--- src/hdl/fte_pkg.sv ---
// Package with the types and constants shared by the flow table modules.
`default_nettype none
package fte_pkg;

  localparam int CAPACITY = 64;
  localparam int IDX_W    = $clog2(CAPACITY);
  localparam int KEY_W    = 96;
  localparam int VAL_W    = 192;

  typedef enum logic [1:0] {
    OP_INSERT = 2'd0,
    OP_LOOKUP = 2'd1,
    OP_REMOVE = 2'd2
  } op_t;

  typedef enum logic [1:0] {
    ST_HIT  = 2'd0,
    ST_NEW  = 2'd1,
    ST_MISS = 2'd2,
    ST_FULL = 2'd3
  } status_t;

  typedef enum logic [1:0] {
    S_IDLE,
    S_SCAN,
    S_DRAIN,
    S_WB
  } state_t;

  typedef struct packed {
    logic [1:0]  operation;
    logic [31:0] source_address;
    logic [31:0] dest_address;
    logic [15:0] source_port_in;
    logic [15:0] dest_port_in;
    logic [63:0] flow_state_in;
    logic [63:0] stamp_in;
    logic [63:0] count_in;
  } in_item_t;

  typedef struct packed {
    logic [1:0]  status;
    logic [63:0] flow_state_out;
    logic [63:0] stamp_out;
    logic [63:0] count_out;
  } out_item_t;

  typedef struct packed {
    logic start;
    logic scan;
    logic commit;
  } ctrl_cmd_t;

  typedef struct packed {
    logic scan_last;
    logic out_busy;
  } ctrl_sts_t;

endpackage
`default_nettype wire

--- src/hdl/fte_ctrl.sv ---
// Controller state machine that sequences accept, key scan and write back.
`default_nettype none
module fte_ctrl
  import fte_pkg::*;
(
  input  wire logic      clk,
  input  wire logic      rst_n,
  input  wire logic      in_valid,
  output logic           in_stall,
  input  wire ctrl_sts_t sts,
  output ctrl_cmd_t      cmd
);

  state_t state_r;
  state_t state_nxt;

  always_ff @(posedge clk) begin
    if (!rst_n) begin
      state_r <= S_IDLE;
    end else begin
      state_r <= state_nxt;
    end
  end

  always_comb begin
    state_nxt = state_r;
    case (state_r)
      S_IDLE: begin
        if (in_valid) state_nxt = S_SCAN;
      end
      S_SCAN: begin
        if (sts.scan_last) state_nxt = S_DRAIN;
      end
      S_DRAIN: begin
        state_nxt = S_WB;
      end
      S_WB: begin
        if (!sts.out_busy) state_nxt = S_IDLE;
      end
      default: begin
        state_nxt = S_IDLE;
      end
    endcase
  end

  always_comb begin
    cmd      = '0;
    in_stall = 1'b1;
    case (state_r)
      S_IDLE: begin
        in_stall  = 1'b0;
        cmd.start = in_valid;
      end
      S_SCAN: begin
        cmd.scan = 1'b1;
      end
      S_DRAIN: begin
        cmd = '0;
      end
      S_WB: begin
        cmd.commit = !sts.out_busy;
      end
      default: begin
        cmd = '0;
      end
    endcase
  end

endmodule
`default_nettype wire

--- config.mk ---
export PLATFORM = sky130hd
export DESIGN_NAME = fte_ctrl
export DESIGN_NICKNAME = d
export VERILOG_FILES = /design/src/hdl/fte_pkg.sv /design/src/hdl/fte_ctrl.sv
export SDC_FILE = /design/constraint.sdc
export NUM_CORES = 1
export LEC_CHECK = 0
export BUFFER_PORTS_ARGS = -buffer_cell sky130_fd_sc_hd__clkbuf_2
export CORE_AREA = 2 2 39 41
export DETAILED_ROUTE_END_ITERATION = 10
export DIE_AREA = 0 0 41 43
export REMOVE_ABC_BUFFERS = 1
export SLEW_MARGIN = 20
export SYNTH_ARGS = -nofsm -noshare
export SYNTH_HDL_FRONTEND = slang
export SYNTH_SLANG_ARGS = --single-unit
--- constraint.sdc ---
create_clock -name clk -period 3.1 [get_ports clk]
set_input_delay 0 -clock clk [delete_from_list [all_inputs] [get_ports clk]]
set_output_delay 0 -clock clk [all_outputs]
set_load 0.02 [all_outputs]
# [Word-level counts from Yosys, hierarchy flattened]
# Index checks and enable logic that the tools add are counted.
[classes] n_eq_ne=6 n_mux=8 n_reduce_logical=3
[ops] op="$pmux 2 s4" count=1
[ops] op="$mux 2" count=3
[ops] op="$ne 2x2->1 const B" count=3
[ops] op="$eq 2x2->1 const B" count=2
[ops] op="$mux 1" count=4
[ops] op="$reduce_and 3->1" count=1
[ops] op="$eq 2x1->1 const B" count=1
[ops] op="$logic_not 2->1" count=1
[ops] op="$logic_not 1->1" count=1
[word_totals] regBits=2 in_bits=5 out_inout_bits=4 elab_cells=18

# [Longest topological paths before layout]
# Gate-level depths: netlist of run 1.
[logic_depth] word_depth=3 ltp_mapped=4 depth_no_buf=4

# [Worst setup path before layout of run 1]
# Ideal clock, no wire load.
[synth_timing] path_type="register to register" start="register state_r[1]" end="register state_r[0]" setup_time_ps=72 t_arrival_ps=1394 required_ps=3028 path_slack_ps=1634 stages_incl_launch_ff=5 n_path_buf=0 synth_period_minus_slack_ps=1466 cell_sequence="dfxtp_1 > inv_1 > ha_1 > a222oi_1 > mux2i_1"
[synth_between] elab_chain_len=3 elab_cells_between_ends=9 classes_between="6 x eq/ne; 1 x mux; 2 x reduce/logical"
[synth_lines] item="start, declared" line="fte_ctrl.sv:14" source="state_t state_r;"
[synth_lines] item="start signal, assigned" line="fte_ctrl.sv:21" source="state_r <= state_nxt;"
[synth_lines] item="$eq 2x1->1, or another cell as far along" line="fte_ctrl.sv:27" source="case (state_r)"
[synth_lines] item="$ne 2x2->1 (no line)"
[synth_lines] item="$reduce_and 3->1 (no line)"
# Several ways; a longest one is shown, not always the timed one.
# A chain may end at the register's enable or synchronous reset.

# [Worst setup path in the final report of run 1]
# Same ends and word-level chain as after synthesis.

==> implementation parameters, run 1 <==
Parameter                              Value

Outcome
  Result of the run ... completed

Drt
  Detailed-route wire length per cell ... about 7.0 um
  Total routed wirelength ... approximately 330 um
  Via count ... ~160
  # DRC ... 0
  Number of design-rule violations left by the first detailed-router iteration ... 3
  Routed Antenna Nets ... 0
  Per-cell via count in the routed design ... about 3.3
  TritonRoute pass-1 iters ... 4

STA
  RSZ-0062 raised after global routing ... no
  Number of hold-slack violations in the final timing report ... 0
  Clock period minus worst slack ... between 1000 and 1500 ps
  Finish-stage setup viols ... 0
  Worst-Margin Slew ... 533 ps
  Setup tns final ... 0 ps
  Worst slew margin relative to its limit ... approximately 64%
  Post-route clock period utilization ... about half
  Worst Hold Slack ... 62.5 ps
  Setup skew after layout ... roughly 2.6 ps
  Count of final max-slew check failures ... 0
  Timing-limited maximum frequency ... ~670 MHz
  Final worst-path setup slack ... ~1600 ps

Layout
  Flip-flop count of the largest register after layout ... 2
  Share of post-route cells with drive strength above 1 ... between 30% and 40%
  Diodes inserted ... 0
  Largest registers ranked by flip-flop count ... state_r x2
  Final Core Density ... around a fifth
  Syn-to-layout area delta ... 46.5%
  Highest-count cells in the layout ignoring fill and taps ... sky130_fd_sc_hd__clkbuf_2 (8), sky130_fd_sc_hd__inv_1 (5), sky130_fd_sc_hd__ha_1 (5)
  Register containing the most flip-flops in the final layout ... state_r
  Most common cell after layout, fill and taps aside ... sky130_fd_sc_hd__clkbuf_2
  Number of nets in the final layout ... 44

Die
  Placeable core region ... approximately 1400 um^2
  Die footprint ... between 1500 and 2000 um^2
  Die extent in x ... ~40 um
  Top-level I/O count ... 9
  Starting utilization of the core area ... 12.8%
  # rows ... 14
  Die outline height ... ~43 um

Worst setup path
  Reg-to-reg critical path endpoint ... state_r[0]$_SDFFE_PN0P_
  Largest fanout on the critical path ... 4
  Startpoint of the worst register-to-register path ... state_r[1]$_SDFFE_PN0P_
  Type of the worst setup path ... flip-flop to flip-flop
  Worst EP required ... 3250 ps
  Cell type of the slowest stage on the worst timing path ... sky130_fd_sc_hd__a222oi_1
  Data arrival time at the worst-slack endpoint ... approximately 1600 ps
  Worst path cell trace ... inv_1 > ha_1 > a222oi_1 > mux2i_1
  Crit. path cell count ... 4
  Capture point of the worst path ... state_r[0]$_SDFFE_PN0P_
  Worst path top cell family by delay ... compound AO/OA/AOI/OAI gates
  Start point of the critical path ... state_r[1]$_SDFFE_PN0P_
  Worst setup slack for register-to-register paths ... around 1600 ps
  Delay of the slowest critical-path stage ... 540 ps
  Critical path capture point type ... flip-flop
  Worst Path Buf+Inv ... 1
  Register-to-Register Path Depth ... 4
  Sort of element at the start of the critical path ... flip-flop

Synthesis
  Netlist cell types ... 9
  #FFs+latches synth ... 2
  Cell type with the largest total area after synthesis ... sky130_fd_sc_hd__ha_1
  Sequential element share of the synthesized area ... 22.5%
  Synthesized netlist cell count ... 21
  Netlist Area Pre-Place ... around 180 um^2
  Largest cells by area after synthesis ... sky130_fd_sc_hd__ha_1 (35%), sky130_fd_sc_hd__dfxtp_1 (23%), sky130_fd_sc_hd__mux2i_1 (11%)
  Warnings from Yosys ... 0
  Synthesized area per cell ... 8.46 um^2
  Area share of the largest cell type after synthesis ... about a third

GRT
  Total global routing overflow ... 0
  Maximum number of pins on one net before global-route repair ... 5
  Global-route wire length before repair ... roughly 600 um
  Via count of the first global-routing pass ... roughly 160
  Number of antenna violations at the first check in global routing ... 0
  Total GRT Usage ... 5.52%

Clocking
  Later-pin clock latency in the skew report ... between 200 and 250 ps
  Buffer type at the clock tree root ... sky130_fd_sc_hd__clkbuf_4
  Clock buffer depth ... 2
  TritonCTS Sinks ... 2
  Number of buffers added to fix hold violations after cts ... 0
  Clock-pin transition on the worst setup and hold timing paths ... around 30 ps
  Num CTS Buffers ... 3
  CTS tree ... built
  Resized cells post-CTS ... 0
  H-tree depth ... 1
  Buffers inserted by post-CTS timing repair ... 0

Power
  Ratio of total power to cell area ... roughly 900 nW/um^2
  Maximum resistive drop on vdd ... 0.203 mV
  Pleak ... 0.150 nW

Place
  Count of buffers inserted at the top-level ports ... 8
  Post-DP HPWL ... 284 um
  Routability cong. ... ~0.66
  Worst setup timing slack at the placement stage ... around 1600 ps

Hold path
  Type of the tightest min-delay check ... input pin to flip-flop

Run
  Reported max-cap violation count ... 0
worst min-delay path by stage:
stage | end | cells after the start | slack (ps) | from
floorplan | cmd[0] | 1 | 80 | sts[0]
global placement | cmd[0] | 3 | 270 | sts[0]
detailed placement | cmd[0] | 3 | 270 | sts[0]
CTS | state_r[0]$_SDFFE_PN0P_ | 3 | 60 | rst_n
global route | state_r[1]$_SDFFE_PN0P_ | 3 | 90 | rst_n
finish | state_r[1]$_SDFFE_PN0P_ | 3 | 60 | rst_n
final cells by class:
cell class	instances	area, um^2
Fill cell	157	1120
Inverter	5	18.8
Timing Repair Buffer	8	40.0
Multi-Input combinational cell	14	119
Tap cell	16	20.0
Clock buffer	3	22.5
Sequential cell	2	40.0
cell families (layout without fill, tap and decap cells):
kind of cell / Yosys count / count (layout) / synth area share (%)
AO/OA/AOI/OAI: 2 / 2 / 8.45
flip-flops: 2 / 2 / 22.5
multiplexers: 2 / 2 / 11.3
buffers and inverters: 5 / 16 / 10.6
adder cells (fa/ha/maj): 5 / 5 / 35.2
AND/OR/NAND/NOR: 5 / 5 / 12.0
worst register-to-register path: stages, from the launching register on:
cell	delay, ps
sky130_fd_sc_hd__dfxtp_1	360
sky130_fd_sc_hd__inv_1	90
sky130_fd_sc_hd__ha_1	200
sky130_fd_sc_hd__a222oi_1	540
sky130_fd_sc_hd__mux2i_1	240
metal layers:
layer / track usage (%) / wire [um] / share of wire, % / vias to the layer above
met2: 5.94 / 125 / 37 / 9
met4: 8.00 / 0 / 0 / 0
li1: - / - / - / 88
met1: 6.73 / 165 / 49 / 62
met3: 1.57 / 43 / 13 / 0
met5: 0 / 0 / 0 / -
report_power, final:
group          switching, W  internal (W)
logic             0.0000765     0.0000500
registers         0.0000118     0.0000379
clock network     0.0000138     0.0000426
through the flow:
step           total power, W  cell area [um^2]  cells
2_1_floorplan        0.000143               178     21
3_3_place_gp         0.000178               238     45
3_5_place_dp         0.000180               238     45
4_1_cts              0.000240               260     48
5_1_grt              0.000265               260     48
6_report             0.000233               260     48
synth_stat cells:
| master | n |
|---|---|
| sky130_fd_sc_hd__nor2b_1 | 1 |
| sky130_fd_sc_hd__mux2i_1 | 2 |
| sky130_fd_sc_hd__inv_1 | 5 |
| sky130_fd_sc_hd__dfxtp_1 | 2 |
| sky130_fd_sc_hd__nor2_1 | 1 |
| sky130_fd_sc_hd__a222oi_1 | 1 |
| sky130_fd_sc_hd__o21ai_0 | 1 |
| sky130_fd_sc_hd__nand2_1 | 3 |
| sky130_fd_sc_hd__ha_1 | 5 |
No activity file was read; power rests on OpenSTA's default activity.
==> inputs of run 2 (changes only) <==
- clock period: 3.1 -> 1.3 ns (I/O delays scaled with it)
==> run 2 against run 1 <==
  * Wire length up 21%
  * Via count is 17% higher
  * First-iteration DRC count is 100% higher
  * Critical endpoint is now state_r[1]$_SDFFE_PN0P_
==> implementation parameters, run 2 (synthesis results as in run 1) <==
Parameter                              Value

Layout
  Largest registers ranked by flip-flop count ... state_r x2
  Syn-to-layout area delta ... 83.1%
  Filler cell count in the final layout ... around 160
  Number of nets in the final layout ... 50
  Post-route cell area ... roughly 330 um^2
  Most common cell after layout, fill and taps aside ... sky130_fd_sc_hd__clkbuf_2
  Final Core Density ... a little under a quarter
  Diodes inserted ... 0
  Sequential cell area ... between 40 and 50 um^2
  Multi-input gate area ... 134 um^2
  Register containing the most flip-flops in the final layout ... state_r
  Share of post-route cells with drive strength above 1 ... around 58%
  Highest-count cells in the layout ignoring fill and taps ... sky130_fd_sc_hd__clkbuf_2 (7), sky130_fd_sc_hd__buf_4 (6), sky130_fd_sc_hd__inv_1 (4)
  Flip-flop count of the largest register after layout ... 2

Outcome
  Result of the run ... completed

Place
  Routability cong. ... ~0.67
  Post-DP HPWL ... around 300 um
  Cell area reported after detailed placement ... roughly 280 um^2
  Count of buffers inserted at the top-level ports ... 8

Drt
  Routed Antenna Nets ... 0
  Detailed-route wire length per cell ... 7.46 um
  Topmost layer with routed signal wires ... met3
  Total routed wirelength ... approximately 400 um
  Met2 Wirelength ... around 170 um
  TritonRoute pass-1 iters ... 4
  WL met1 ... between 150 and 200 um
  # DRC ... 0
  Via count ... 186
  Wire length on met3 ... 53 um
  Number of design-rule violations left by the first detailed-router iteration ... 6
  Per-cell via count in the routed design ... about 3.4

Die
  # rows ... 14
  Die footprint ... 1760 um^2
  Top-level I/O count ... 9
  Die outline height ... between 40 and 50 um
  Placeable core region ... 1380 um^2
  Die extent in x ... approximately 40 um
  Starting utilization of the core area ... 12.8%

Worst setup path
  Worst EP required ... 1450 ps
  Worst path cell trace ... inv_2 > ha_4 > a222oi_1 > buf_4 > mux2i_1
  Register-to-Register Path Depth ... 5
  Reg-to-reg critical path endpoint ... state_r[1]$_SDFFE_PN0P_
  Type of the worst setup path ... flip-flop to flip-flop
  Largest fanout on the critical path ... 3
  Startpoint of the worst register-to-register path ... state_r[1]$_SDFFE_PN0P_
  Capture point of the worst path ... state_r[1]$_SDFFE_PN0P_
  Data arrival time at the worst-slack endpoint ... between 1000 and 1500 ps
  Worst setup slack for register-to-register paths ... about 49 ps
  Sort of element at the start of the critical path ... flip-flop
  Critical path capture point type ... flip-flop
  Cell type of the slowest stage on the worst timing path ... sky130_fd_sc_hd__dfxtp_2
  Start point of the critical path ... state_r[1]$_SDFFE_PN0P_
  Delay of the slowest critical-path stage ... around 330 ps

STA
  Post-route clock period utilization ... a little over nine tenths
  Finish-stage setup viols ... 0
  Clock period minus worst slack ... approximately 1300 ps
  Setup tns final ... 0 ps
  Count of final max-slew check failures ... 0
  Number of hold-slack violations in the final timing report ... 0
  Setup skew after layout ... 0.950 ps
  RSZ-0062 raised after global routing ... yes
  Timing-limited maximum frequency ... 799 MHz
  Worst slew margin relative to its limit ... 82.9%
  Worst-Margin Slew ... about 260 ps

Clocking
  H-tree depth ... 1
  Num CTS Buffers ... 3
  CTS tree ... built
  Clock buffer depth ... 2
  Clock-pin transition on the worst setup and hold timing paths ... ~30 ps
  Number of buffers added to fix hold violations after cts ... 0
  TritonCTS Sinks ... 2
  Later-pin clock latency in the skew report ... 220 ps
  Buffer type at the clock tree root ... sky130_fd_sc_hd__clkbuf_4

GRT
  Number of antenna violations at the first check in global routing ... 0
  Total GRT Usage ... a little under 6%
  Via count of the first global-routing pass ... between 150 and 200
  Total global routing overflow ... 0
  Maximum number of pins on one net before global-route repair ... 5
  Global-route wire length before repair ... 614 um

Run
  Reported max-cap violation count ... 0

Power
  Pleak ... about 0.18 nW
  Maximum resistive drop on vdd ... 0.532 mV
  Ratio of total power to cell area ... 2250 nW/um^2

Hold path
  Type of the tightest min-delay check ... input pin to flip-flop
## run 2: changes by cell type in the layout (fill, tap and decap cells not counted), sizes merged
cell,change
clkbuf,-1
buf,+7
## run 2: worst min-delay path by stage
stage | slack (ps) | end | startpoint | cells after the start
after floorplan | 80 | cmd[0] | sts[0] | 1
after global placement | 270 | cmd[0] | sts[0] | 3
final | 40 | state_r[0]$_SDFFE_PN0P_ | rst_n | 3
after detailed placement | 280 | cmd[0] | sts[0] | 3
after global routing | 90 | state_r[0]$_SDFFE_PN0P_ | rst_n | 3
after CTS | 40 | state_r[0]$_SDFFE_PN0P_ | rst_n | 3
## run 2: layer usage
metal,vias up,GRT usage (%)
met5,-,0
met4,0,8.00
met3,0,3.14
met2,9,7.50
met1,75,5.43
li1,102,-
## run 2: layout make-up
class / count / area share (%)
clock buffers: 3 / 6.92
inverters: 5 / 5.77
multi-input cells: 14 / 41.2
flip-flops and latches: 2 / 13.8
well taps: 16 / 6.15
repair buffers: 14 / 26.2
## run 2: worst max-delay path: cells and delay by family (launching register included)
family / cells / cell delay (ps)
fa+ha+maj: 1 / 150
buf+inv: 2 / 230
flops: 1 / 330
compound gates: 1 / 290
mux: 1 / 170
## run 2: repair_timing
item / CTS / global route
endpoints found under the hold margin: 0 / 0
pin swaps: 1 / 1
gates resized for setup: 4 / 4
setup endpoints to repair: 2 / 2
setup buffers: 0 / 1
## run 2: metrics by stage
step	power, W	hold WS [ps]	setup WS (ps)	cells
after floorplan	0.000342	78.1	-166	21
after global placement	0.000529	272	-43.8	50
after detailed placement	0.000536	276	-65.7	50
after CTS	0.000698	39.0	4.04	53
after global routing	0.000804	88.7	-94.8	54
final	0.000732	43.6	48.5	54
## run 2: report_power, final
part	total (W)	internal, W	switching, W
clock network	0.000137	0.000102	0.0000352
logic	0.000459	0.000239	0.000220
registers	0.000135	0.000101	0.0000338
==> inputs of run 3 (changes only) <==
- REMOVE_ABC_BUFFERS: 1 -> unset
==> run 3 against run 2 <==
  * Utilization down 0.72 points
  * Clock power increased by 8%
  * Clock skew increased by 3.6 ps
  * Via count down 5.9%
  * Final area is 3.1% lower
  * Critical path depth is the same
  * Combinational power down 13%
  * First-iteration DRC count is 33% lower
  * Power decreased by 4.9%
  * Sequential share of layout area up 1.2 points
  * Sequential cell count did not move
  * Critical path type unchanged
==> implementation parameters, run 3 (synthesis results as in run 1) <==
Parameter                              Value

Power
  Maximum resistive drop on vdd ... between 0.3 and 0.4 mV
  Pleak ... 0.170 nW
  Ratio of total power to cell area ... 2210 nW/um^2

Worst setup path
  Worst setup slack for register-to-register paths ... between 10 and 15 ps
  Critical path capture point type ... flip-flop
  Register-to-Register Path Depth ... 5
  Largest fanout on the critical path ... 4
  Reg-to-reg critical path endpoint ... state_r[1]$_SDFFE_PN0P_
  Delay of the slowest critical-path stage ... ~360 ps
  Crit. path cell count ... 5
  Worst path top cell family by delay ... flip-flops
  Type of the worst setup path ... flip-flop to flip-flop
  Worst Path Buf+Inv ... 2
  Startpoint of the worst register-to-register path ... state_r[1]$_SDFFE_PN0P_
  Worst path cell trace ... inv_4 > ha_4 > a222oi_1 > buf_4 > mux2i_1
  Cell type of the slowest stage on the worst timing path ... sky130_fd_sc_hd__dfxtp_4
  Sort of element at the start of the critical path ... flip-flop
  Worst EP required ... approximately 1500 ps
  Data arrival time at the worst-slack endpoint ... about 1400 ps

Run
  Reported max-cap violation count ... 0

Die
  Die extent in x ... a little over 40 um
  Top-level I/O count ... 9
  Die outline height ... about 43 um
  Starting utilization of the core area ... about an eighth
  Placeable core region ... approximately 1400 um^2
  Die footprint ... about 1800 um^2
  # rows ... 14

Place
  Count of buffers inserted at the top-level ports ... 8
  Routability cong. ... roughly 0.62
  Post-DP HPWL ... approximately 280 um

Layout
  Share of post-route cells with drive strength above 1 ... 55.6%
  Flip-flop count of the largest register after layout ... 2
  Multi-input gate area ... ~130 um^2
  Highest-count cells in the layout ignoring fill and taps ... sky130_fd_sc_hd__clkbuf_2 (8), sky130_fd_sc_hd__inv_1 (4), sky130_fd_sc_hd__buf_4 (4)
  Filler cell count in the final layout ... 160
  Register containing the most flip-flops in the final layout ... state_r
  Final Core Density ... about 23%
  Most common cell after layout, fill and taps aside ... sky130_fd_sc_hd__clkbuf_2
  Largest registers ranked by flip-flop count ... state_r x2
  Number of nets in the final layout ... 48
  Diodes inserted ... 0
  Sequential cell area ... 47.5 um^2
  Syn-to-layout area delta ... 77.5%

Drt
  TritonRoute pass-1 iters ... 4
  Via count ... about 180
  # DRC ... 0
  Per-cell via count in the routed design ... around 3.4
  Total routed wirelength ... between 300 and 400 um
  Number of design-rule violations left by the first detailed-router iteration ... 4
  Routed Antenna Nets ... 0
  Detailed-route wire length per cell ... 7.27 um

Synthesis
  Syn nets ... 31

STA
  Worst-Margin Slew ... about 260 ps
  Setup tns final ... 0 ps
  Post-route clock period utilization ... slightly below 100%
  Worst Hold Slack ... ~28 ps
  RSZ-0062 raised after global routing ... yes
  Worst slew margin relative to its limit ... a little over 80%
  Clock period minus worst slack ... roughly 1300 ps
  Timing-limited maximum frequency ... about 780 MHz
  Number of hold-slack violations in the final timing report ... 0
  Count of final max-slew check failures ... 0
  Finish-stage setup viols ... 0
  Setup skew after layout ... about 4.5 ps

GRT
  Global-route wire length before repair ... 579 um
  Number of antenna violations at the first check in global routing ... 0
  Total global routing overflow ... 0
  Total GRT Usage ... under 10%
  Maximum number of pins on one net before global-route repair ... 5
  Via count of the first global-routing pass ... around 170

Hold path
  Worst Hold Endpoint ... state_r[0]$_SDFFE_PN0P_
  Worst hold start ... rst_n
  Hold Path Depth ... 3
  Type of the tightest min-delay check ... input pin to flip-flop

Clocking
  TritonCTS Sinks ... 2
  Clock buffer depth ... 2
  Later-pin clock latency in the skew report ... roughly 230 ps
  Clock-pin transition on the worst setup and hold timing paths ... approximately 30 ps
  CTS tree ... built
  Num CTS Buffers ... 3
  Buffer type at the clock tree root ... sky130_fd_sc_hd__clkbuf_4
  H-tree depth ... 1

Outcome
  Result of the run ... completed
==> run 3: cell count changes in the layout (fill, tap and decap cells not counted), sizes merged <==
cell and change:
clkbuf +1, buf -3
==> run 3: metal layers <==
layer  track usage (%)  vias to the layer above  wire length (um)
met3              1.57                        2                27
met4              10.0                        0                17
met2              6.88                        8               204
li1                  -                       97                 -
met5                 0                        -                 0
met1              5.10                       68               128
==> run 3: worst max-delay path by stage <==
stage | startpoint | to
after CTS | state_r[1]$_SDFFE_PN0P_ | state_r[0]$_SDFFE_PN0P_
after floorplan | state_r[1]$_SDFFE_PN0P_ | state_r[0]$_SDFFE_PN0P_
final | state_r[1]$_SDFFE_PN0P_ | state_r[1]$_SDFFE_PN0P_
after global placement | state_r[0]$_SDFFE_PN0P_ | state_r[0]$_SDFFE_PN0P_
after detailed placement | state_r[0]$_SDFFE_PN0P_ | state_r[0]$_SDFFE_PN0P_
after global routing | state_r[1]$_SDFFE_PN0P_ | state_r[1]$_SDFFE_PN0P_
==> run 3: power by group <==
part	internal (W)	switching [W]	total (W)
logic	0.000198	0.000201	0.000399
clock network	0.000103	0.0000451	0.000148
registers	0.000107	0.0000417	0.000149
total	0.000408	0.000288	0.000696
==> run 3: area by class of cell <==
class	count	area share, %
inverter	5	6.75
sequential	2	15.1
timing repair buffer	12	22.2
tap	16	6.35
clock buffer	3	7.14
multi-input combinational	14	42.5
==> run 3: stage by stage <==
stage	worst slack [ps]	area, um^2	power, W	cells
after floorplan	-4.14	193	0.000380	21
after global placement	-41.2	268	0.000496	47
after detailed placement	-11.4	268	0.000497	47
after CTS	0.228	293	0.000655	50
after global routing	-86.9	315	0.000773	52
final	14.5	315	0.000696	52
==> run 3: repair_timing <==
item                       4_1_cts  5_1_grt
setup endpoints to repair        2        2
gates cloned                     0        0
pin swaps                        0        2
gates resized for setup          1        3
hold buffers                     0        0
setup buffers                    0        2
==> run 3: worst min-delay path, stage by stage <==
cell and delay, ps:
sky130_fd_sc_hd__clkbuf_2 100, sky130_fd_sc_hd__nand2_1 60, sky130_fd_sc_hd__mux2i_1 50
